$ cat src/rtl/hsl2rgb_pkg.sv
// Shared types and constants for the HSL to RGB converter.
package hsl2rgb_pkg;

    // Output channel width and its largest value.
    localparam int CHAN_BITS = 8;

    typedef logic [CHAN_BITS-1:0] chan_byte_t;

    localparam chan_byte_t BYTE_MAX = '1;

    // Channel lanes in the datapath.
    localparam int NUM_CHAN = 3;
    localparam int CH_RED   = 0;
    localparam int CH_GREEN = 1;
    localparam int CH_BLUE  = 2;

endpackage

$ cat src/rtl/hsl_to_rgb_converter.sv
// HSL to RGB pixel converter: a five-stage pipeline with per-stage flow control.
//
// Takes one HSL pixel per clock cycle unless in_stall holds it off and returns its
// 8-bit RGB value; the five register stages are clamp and hue thirds with the S*L
// multiply, the two helper levels with the per-channel hue weights, the
// per-channel level multiplies, the level sums, and the scaling by 255 into the
// output register. Hue is a wrapping fraction of FRAC_BITS bits; saturation and
// lightness are fractions where 2^FRAC_BITS means 1.0 and larger values clamp to
// 1.0. All arithmetic is exact until the final truncation of 255 times the level.
// Each stage carries its own valid bit and a stage loads whenever it is empty or
// its contents move on, so bubbles close up and a held result at the output
// does not stop the pipeline from taking items until every stage is full.
module hsl_to_rgb_converter #(
    parameter int FRAC_BITS = 10
) (
    input  logic                   clk,
    input  logic                   rst_n,
    input  logic                   in_valid,
    output logic                   in_stall,
    input  logic [FRAC_BITS-1:0]   hue,
    input  logic [FRAC_BITS:0]     saturation,
    input  logic [FRAC_BITS:0]     lightness,
    output logic                   out_valid,
    input  logic                   out_stall,
    output hsl2rgb_pkg::chan_byte_t red,
    output hsl2rgb_pkg::chan_byte_t green,
    output hsl2rgb_pkg::chan_byte_t blue
);

    localparam int STAGES = 5;
    localparam int NC     = hsl2rgb_pkg::NUM_CHAN;
    localparam int CB     = hsl2rgb_pkg::CHAN_BITS;
    localparam int SW     = FRAC_BITS + 1;      // saturation, lightness
    localparam int HW     = FRAC_BITS + 2;      // hue in units of 1/(3F)
    localparam int LVW    = 2 * FRAC_BITS + 1;  // levels in units of 1/F^2
    localparam int W2     = 2 * FRAC_BITS + 2;  // level intermediates
    localparam int MW     = FRAC_BITS + 1;      // hue weight, at most F
    localparam int PW     = LVW + MW;           // full product width
    localparam int CW     = 3 * FRAC_BITS + 1;  // channel level, units 1/F^3
    localparam int SCW    = CW + CB;            // level times 255

    localparam logic [SW-1:0] ONE_S      = SW'(1) << FRAC_BITS;
    localparam logic [SW-1:0] HALF_S     = SW'(1) << (FRAC_BITS - 1);
    localparam logic [HW-1:0] F_H        = HW'(1) << FRAC_BITS;
    localparam logic [HW-1:0] F2_H       = HW'(2) << FRAC_BITS;
    localparam logic [HW-1:0] HALF_H     = HW'(1) << (FRAC_BITS - 1);
    localparam logic [HW-1:0] THREEHLF_H = F_H + HALF_H;
    localparam logic [MW-1:0] F_M        = MW'(1) << FRAC_BITS;

    // Weight of the level difference for a hue position: rising edge,
    // plateau at the high level, falling edge, or the low level.
    function automatic logic [MW-1:0] hue_weight(input logic [HW-1:0] h);
        logic [HW-1:0] rem;
        rem = F2_H - h;
        if (h < HALF_H)
            return MW'({h, 1'b0});
        else if (h < THREEHLF_H)
            return F_M;
        else if (h < F2_H)
            return MW'({rem, 1'b0});
        else
            return '0;
    endfunction

    // Flow control.
    logic [STAGES-1:0] valid_reg;
    logic [STAGES-1:0] valid_next;
    logic [STAGES-1:0] stg_ready;

    // A stage can load when it is empty or its item moves on.
    always_comb
    begin
        stg_ready[STAGES-1] = !valid_reg[STAGES-1] || !out_stall;
        for (int k = STAGES - 2; k >= 0; k--)
        begin
            stg_ready[k] = !valid_reg[k] || stg_ready[k+1];
        end
    end

    always_comb
    begin
        valid_next[0] = stg_ready[0] ? in_valid : valid_reg[0];
        for (int k = 1; k < STAGES; k++)
        begin
            valid_next[k] = stg_ready[k] ? valid_reg[k-1] : valid_reg[k];
        end
    end

    always_ff @(posedge clk or negedge rst_n)
    begin
        if (!rst_n)
            valid_reg <= '0;
        else
            valid_reg <= valid_next;
    end

    assign in_stall  = !stg_ready[0];
    assign out_valid = valid_reg[STAGES-1];

    // Stage 1: clamp inputs, form S*L and the three channel hue positions.
    logic [SW-1:0]   sat_c;
    logic [SW-1:0]   lit_c;
    logic [HW-1:0]   hue_g;
    logic [2*SW-1:0] sl_full;
    logic [SW-1:0]   sat1_reg, sat1_next;
    logic [SW-1:0]   lit1_reg, lit1_next;
    logic [LVW-1:0]  sl1_reg, sl1_next;
    logic [HW-1:0]   hue1_reg [NC];
    logic [HW-1:0]   hue1_next [NC];

    always_comb
    begin
        sat_c   = (saturation > ONE_S) ? ONE_S : saturation;
        lit_c   = (lightness > ONE_S) ? ONE_S : lightness;
        sl_full = (2*SW)'(sat_c) * (2*SW)'(lit_c);
        hue_g   = {2'b00, hue} + {1'b0, hue, 1'b0};

        sat1_next = sat_c;
        lit1_next = lit_c;
        sl1_next  = sl_full[LVW-1:0];
        hue1_next[hsl2rgb_pkg::CH_GREEN] = hue_g;
        hue1_next[hsl2rgb_pkg::CH_RED]   = (hue_g >= F2_H) ? hue_g - F2_H : hue_g + F_H;
        hue1_next[hsl2rgb_pkg::CH_BLUE]  = (hue_g >= F_H) ? hue_g - F_H : hue_g + F2_H;
    end

    always_ff @(posedge clk)
    begin
        if (stg_ready[0])
        begin
            sat1_reg <= sat1_next;
            lit1_reg <= lit1_next;
            sl1_reg  <= sl1_next;
            hue1_reg <= hue1_next;
        end
    end

    // Stage 2: high and low levels, their difference, and the hue weights.
    logic [W2-1:0]  sum_ls;
    logic [W2-1:0]  hi_w;
    logic [W2-1:0]  lo_w;
    logic [LVW-1:0] lo2_reg, lo2_next;
    logic [LVW-1:0] d2_reg, d2_next;
    logic [MW-1:0]  wt2_reg [NC];
    logic [MW-1:0]  wt2_next [NC];

    always_comb
    begin
        sum_ls = W2'(lit1_reg) + W2'(sat1_reg);
        if (lit1_reg < HALF_S)
            hi_w = (W2'(lit1_reg) << FRAC_BITS) + W2'(sl1_reg);
        else
            hi_w = (sum_ls << FRAC_BITS) - W2'(sl1_reg);
        lo_w = (W2'(lit1_reg) << (FRAC_BITS + 1)) - hi_w;

        lo2_next = lo_w[LVW-1:0];
        d2_next  = hi_w[LVW-1:0] - lo_w[LVW-1:0];
        for (int c = 0; c < NC; c++)
        begin
            wt2_next[c] = hue_weight(hue1_reg[c]);
        end
    end

    always_ff @(posedge clk)
    begin
        if (stg_ready[1])
        begin
            lo2_reg <= lo2_next;
            d2_reg  <= d2_next;
            wt2_reg <= wt2_next;
        end
    end

    // Stage 3: weighted level difference for each channel.
    logic [PW-1:0]  prod_w [NC];
    logic [LVW-1:0] lo3_reg, lo3_next;
    logic [CW-1:0]  prod3_reg [NC];
    logic [CW-1:0]  prod3_next [NC];

    always_comb
    begin
        lo3_next = lo2_reg;
        for (int c = 0; c < NC; c++)
        begin
            prod_w[c]     = PW'(d2_reg) * PW'(wt2_reg[c]);
            prod3_next[c] = prod_w[c][CW-1:0];
        end
    end

    always_ff @(posedge clk)
    begin
        if (stg_ready[2])
        begin
            lo3_reg   <= lo3_next;
            prod3_reg <= prod3_next;
        end
    end

    // Stage 4: channel level as low level plus the weighted difference.
    logic [CW-1:0] lvl4_reg [NC];
    logic [CW-1:0] lvl4_next [NC];

    always_comb
    begin
        for (int c = 0; c < NC; c++)
        begin
            lvl4_next[c] = {lo3_reg, {FRAC_BITS{1'b0}}} + prod3_reg[c];
        end
    end

    always_ff @(posedge clk)
    begin
        if (stg_ready[3])
            lvl4_reg <= lvl4_next;
    end

    // Stage 5: floor of 255 times the level, saturated to a byte.
    logic [SCW-1:0]           scaled [NC];
    logic [CB:0]              top_w [NC];
    hsl2rgb_pkg::chan_byte_t  rgb5_reg [NC];
    hsl2rgb_pkg::chan_byte_t  rgb5_next [NC];

    always_comb
    begin
        for (int c = 0; c < NC; c++)
        begin
            scaled[c] = {lvl4_reg[c], {CB{1'b0}}} - SCW'(lvl4_reg[c]);
            top_w[c]  = scaled[c][SCW-1:3*FRAC_BITS];
            if (top_w[c] > {1'b0, hsl2rgb_pkg::BYTE_MAX})
                rgb5_next[c] = hsl2rgb_pkg::BYTE_MAX;
            else
                rgb5_next[c] = top_w[c][CB-1:0];
        end
    end

    always_ff @(posedge clk)
    begin
        if (stg_ready[4])
            rgb5_reg <= rgb5_next;
    end

    assign red   = rgb5_reg[hsl2rgb_pkg::CH_RED];
    assign green = rgb5_reg[hsl2rgb_pkg::CH_GREEN];
    assign blue  = rgb5_reg[hsl2rgb_pkg::CH_BLUE];

endmodule

$ cat config.mk
export PLATFORM = sky130hd
export DESIGN_NAME = hsl_to_rgb_converter
export DESIGN_NICKNAME = d
export VERILOG_FILES = /design/src/rtl/hsl2rgb_pkg.sv /design/src/rtl/hsl_to_rgb_converter.sv
export SDC_FILE = /design/constraint.sdc
export NUM_CORES = 2
export LEC_CHECK = 0
export BUFFER_PORTS_ARGS = -buffer_cell sky130_fd_sc_hd__buf_2
export CAP_MARGIN = 20
export CORE_MARGIN = 3
export CORE_UTILIZATION = 47
export DETAILED_ROUTE_END_ITERATION = 12
export GPL_TIMING_DRIVEN = 0
export PLACE_DENSITY_LB_ADDON = 0.3
export SETUP_SLACK_MARGIN = 0.5
export SLEW_MARGIN = 0
export SYNTH_ARGS = -nofsm -noshare
export SYNTH_HDL_FRONTEND = slang
export SYNTH_SLANG_ARGS = --single-unit
$ cat constraint.sdc
create_clock -name clk -period 8.77 [get_ports clk]
set_clock_uncertainty 0.15 [all_clocks]
set_input_delay 0.4385 -clock clk [delete_from_list [all_inputs] [get_ports clk]]
set_output_delay 0.4385 -clock clk [all_outputs]
set_load 0.02 [all_outputs]
After elaboration in Yosys (flattened, before gate mapping). Cells that the tools add are included.

Output and inout port bits: 26. Input bits: 36. Register bits: 390.

Multiply operators: 4. Add/sub/neg operators: 19. $lt $le $gt $ge: 17. Muxes and demuxes: 14. Reduce and logical (&&, ||, !) cells: 15.

Operators with widths (number): 2-to-1 mux 11 bit (11); subtractor 39 x 31 -> 39 bit (3); adder 31 bit (3); multiplier 21 x 11 -> 31 bit (3); subtractor 21 bit (3); less-than comparator 12 x 10 -> 1 bit (second input constant) (3); less-than comparator 12 x 11 -> 1 bit (second input constant) (3); less-than comparator 12 bit (second input constant) (3); subtractor 1 x 10 -> 10 bit (first input constant) (3); > comparator 9 x 8 -> 1 bit (second input constant) (3); 2-to-1 mux 12 bit (2); > comparator 11 bit (second input constant) (2); adder 21 bit (1); multiplier 11 x 11 -> 21 bit (1); 2-to-1 mux 21 bit (1); adder 10 x 11 -> 12 bit (1); adder 12 x 11 -> 12 bit (second input constant) (1); adder 12 bit (second input constant) (1); greater-or-equal comparator 12 x 11 -> 1 bit (second input constant) (1); greater-or-equal comparator 12 bit (second input constant) (1); subtractor 12 x 11 -> 12 bit (second input constant) (1); subtractor 12 bit (second input constant) (1); adder 11 bit (1); less-than comparator 11 x 10 -> 1 bit (second input constant) (1); 3 further kinds (15).

Longest topological paths before layout.
Depth after elaboration: 7. Gate-level depth with buffers: 28.

Worst setup path before layout. No wires, ideal clock.

Kind: reg2reg. From: register d2_reg[7]. To: register prod3_reg[29] (netlist name) (data pin). Library setup time: 258 ps. Arrival: 5670 ps. Slack: 2693 ps. Cell stages (with the launch flop): 23. Path buffers: 1. Cells stage by stage: edfxtp_1 clkbuf_1 nand2_1 fa_1 inv_1 fa_1 inv_1 fa_1 inv_1 fa_1 fa_1 ha_1 nand2_1 nand2_1 a21o_1 a41o_1 a221oi_1 o22ai_1 o41ai_1 o311a_1 o21bai_1 a21oi_1 xnor2_1.

RTL lines: start, declared (RTL line hsl_to_rgb_converter.sv:142) `logic [LVW-1:0] d2_reg, d2_next;`; start signal, assigned (RTL line hsl_to_rgb_converter.sv:168) `d2_reg <= d2_next;`; end signal, assigned (RTL line hsl_to_rgb_converter.sv:194) `prod3_reg <= prod3_next;`; end, declared (RTL line hsl_to_rgb_converter.sv:176) `logic [CW-1:0] prod3_reg [NC];`.

==> results.json <==
{
  "vias": 31040,
  "grt_pass1_wl_um": 167000,
  "numCtsBuffers": 43,
  "endpoint_kind": "register",
  "synth-edff-count": 348,
  "drive_above_1_share_pct": 4.246,
  "clock_path_buffers": 3,
  "die_area_um2": 95230,
  "start_util_pct": 47.59,
  "portBuffers": 61,
  "final_nets": 5577,
  "crit_required_ps": 8960,
  "synth_seq_cells": 353,
  "relSlewSlack_pct": 27.19,
  "hold_violations": 0,
  "drt-wirelength-per-cell_um": 17.97,
  "rr_worst_depth": 22,
  "multi_input_area_um2": 29320,
  "layout_common_cells": "inv_1 (697), nand2_1 (539), fa_1 (525)",
  "hold_path.class": "in2async",
  "rr_endpoint": "prod3_reg[29]$_DFFE_PP_",
  "async_flop_share_pct": 1.416,
  "drt_pass1_iterations": 6,
  "worstPathArrival_ps": 7700,
  "criticalPathCategory": "reg2reg",
  "die-width_um": 308.6,
  "rows": 110,
  "io_pins": 62,
  "first_global_vias": 30390,
  "drv_cap": 0,
  "ff2ff_setup_slack_ps": 1270,
  "syn_area_per_cell_um2": 9.778,
  "finalSetupTns_ps": 0,
  "setup_violations": 0,
  "grt_setup_unrepaired": "no",
  "crit_fanout": 10,
  "cts.sinks": 353,
  "yosysWarningCount": 0,
  "antenna_found_initial": 1,
  "tightest_slew_ps": 1078,
  "h-tree-depth": 2,
  "netlist_instances": 4401,
  "layout_commonest_cell": "inv_1",
  "num-fill-cells": 8157,
  "area_delta_synth_final_pct": 8.336,
  "grtUsageTotal_pct": 22.38,
  "synthFlopType": "edfxtp_1",
  "place_congestion": 0.8968,
  "finalCritPeriodShare_pct": 85.55,
  "die_h_um": 308.6,
  "place_hpwl_um": 83380,
  "fmaxAchievable_ghz": 0.1333,
  "clockRootBuffer": "clkbuf_16",
  "register_area_um2": 10580,
  "final_cell_area_um2": 46620,
  "core_um2": 90420,
  "drv_slew": 0,
  "postRouteAntennaNets": 0,
  "r2r_start": "d2_reg[7]$_DFFE_PP_",
  "ys_types": 94,
  "cts_tree": "done",
  "yosysSeqAreaShare_pct": 24.57,
  "overflow": 0,
  "vias_per_cell": 5.402,
  "wirelength_um": 103300,
  "startpoint_type": "register",
  "drtIter0Drc": 2658,
  "final.min_clock_period_ps": 7503,
  "drc_errors": 0,
  "synth_area_um2": 43030,
  "cts_resized": 0,
  "status": "completed",
  "cts.clk_slew.worst_paths_ps": 60,
  "clk_latency_ps": 590,
  "placed_cell_area_um2": 45060,
  "grt_max_degree": 76
}
cells by family after synthesis:
group / Yosys count / synth area share, %
AND/OR/NAND/NOR: 1333 / 14.84
adder cells (fa/ha/maj): 1008 / 38.46
buffers and inverters: 853 / 7.469
AO/OA/AOI/OAI: 610 / 9.548
flip-flops: 353 / 24.57
XOR/XNOR: 232 / 4.841
multiplexers: 10 / 0.2471
other: 2 / 0.01745
worst max-delay path, stage by stage (launching register included):
cell      delay [ps]
edfxtp_1         450
clkbuf_1         620
nand2_1          200
fa_1             580
inv_1             50
fa_1             510
inv_1             60
fa_1             530
inv_1             50
fa_1             500
fa_1             410
ha_1             360
nand2_1           90
nand2_1           50
a21o_1           160
a41o_1           250
a221oi_1         460
o22ai_1          240
o41ai_1          900
o311a_1          300
o21bai_1          80
a21oi_1          170
xnor2_1           80
metal layers:
layer	track usage, %	share of wire (%)	wire length, um	up-vias
met5	0	0	0	-
li1	-	-	-	14700
met2	35.41	44	45720	1036
met1	32.40	45	46210	15170
met4	6.297	3.1	3246	0
met3	3.012	7.8	8074	139
what timing repair did:
item | CTS | global route
setup buffers | 0 | 0
endpoints found under the hold margin | 8 | 0
hold buffers | 4 | 0
per-stage QoR:
step                      instances  setup WS (ps)  hold WS (ps)  util (%)
after global routing           5745          992.3         63.20     51.56
after global placement         5653           1517         105.9     49.62
after CTS                      5745           1402         17.35     51.56
final                          5746           1267         60.40     51.56
after detailed placement       5661           1399         110.3     49.83
after floorplan                4416           2693        -7.091         -
synthesized netlist by cell type (all sizes together) (42+ instances only):
cell type	number	area, um^2
inv	698	2620
nand2	540	2027
edfxtp	348	10450
nor2	231	867.1
and2	261	1633
ha	482	6031
clkbuf	136	510.5
fa	525	10510
nand3	42	210.2
nor3	70	355.3
a21o	103	774.5
o21ai	117	596.8
nand2b	46	287.8
xor2	62	543.0
a21oi	150	754.5
xnor2	167	1470
worst max path at each step:
stage | slack (ps) | cells after the start | to | startpoint
after floorplan | 2690 | 22 | prod3_reg[29]$_DFFE_PP_ | d2_reg[7]$_DFFE_PP_
after global placement | 1520 | 22 | prod3_reg[29]$_DFFE_PP_ | d2_reg[7]$_DFFE_PP_
after detailed placement | 1400 | 22 | prod3_reg[29]$_DFFE_PP_ | d2_reg[7]$_DFFE_PP_
after CTS | 1400 | 22 | prod3_reg[29]$_DFFE_PP_ | d2_reg[7]$_DFFE_PP_
after global routing | 990 | 22 | prod3_reg[29]$_DFFE_PP_ | d2_reg[6]$_DFFE_PP_
final | 1270 | 22 | prod3_reg[29]$_DFFE_PP_ | d2_reg[7]$_DFFE_PP_
cell type report:
cell class | count | area share, %
Tap cell | 1176 | 3.156
Buffer | 148 | 1.218
Timing Repair Buffer | 73 | 1.095
Clock buffer | 46 | 2.332
Clock inverter | 34 | 0.9340
Multi-Input combinational cell | 3210 | 62.89
Sequential cell | 353 | 22.68
Antenna cell | 1 | 0.005368
Inverter | 705 | 5.682
Power is left out: the tool's default activity adds up to more than one toggle a clock period on the data nets, which glitch-free logic cannot reach.
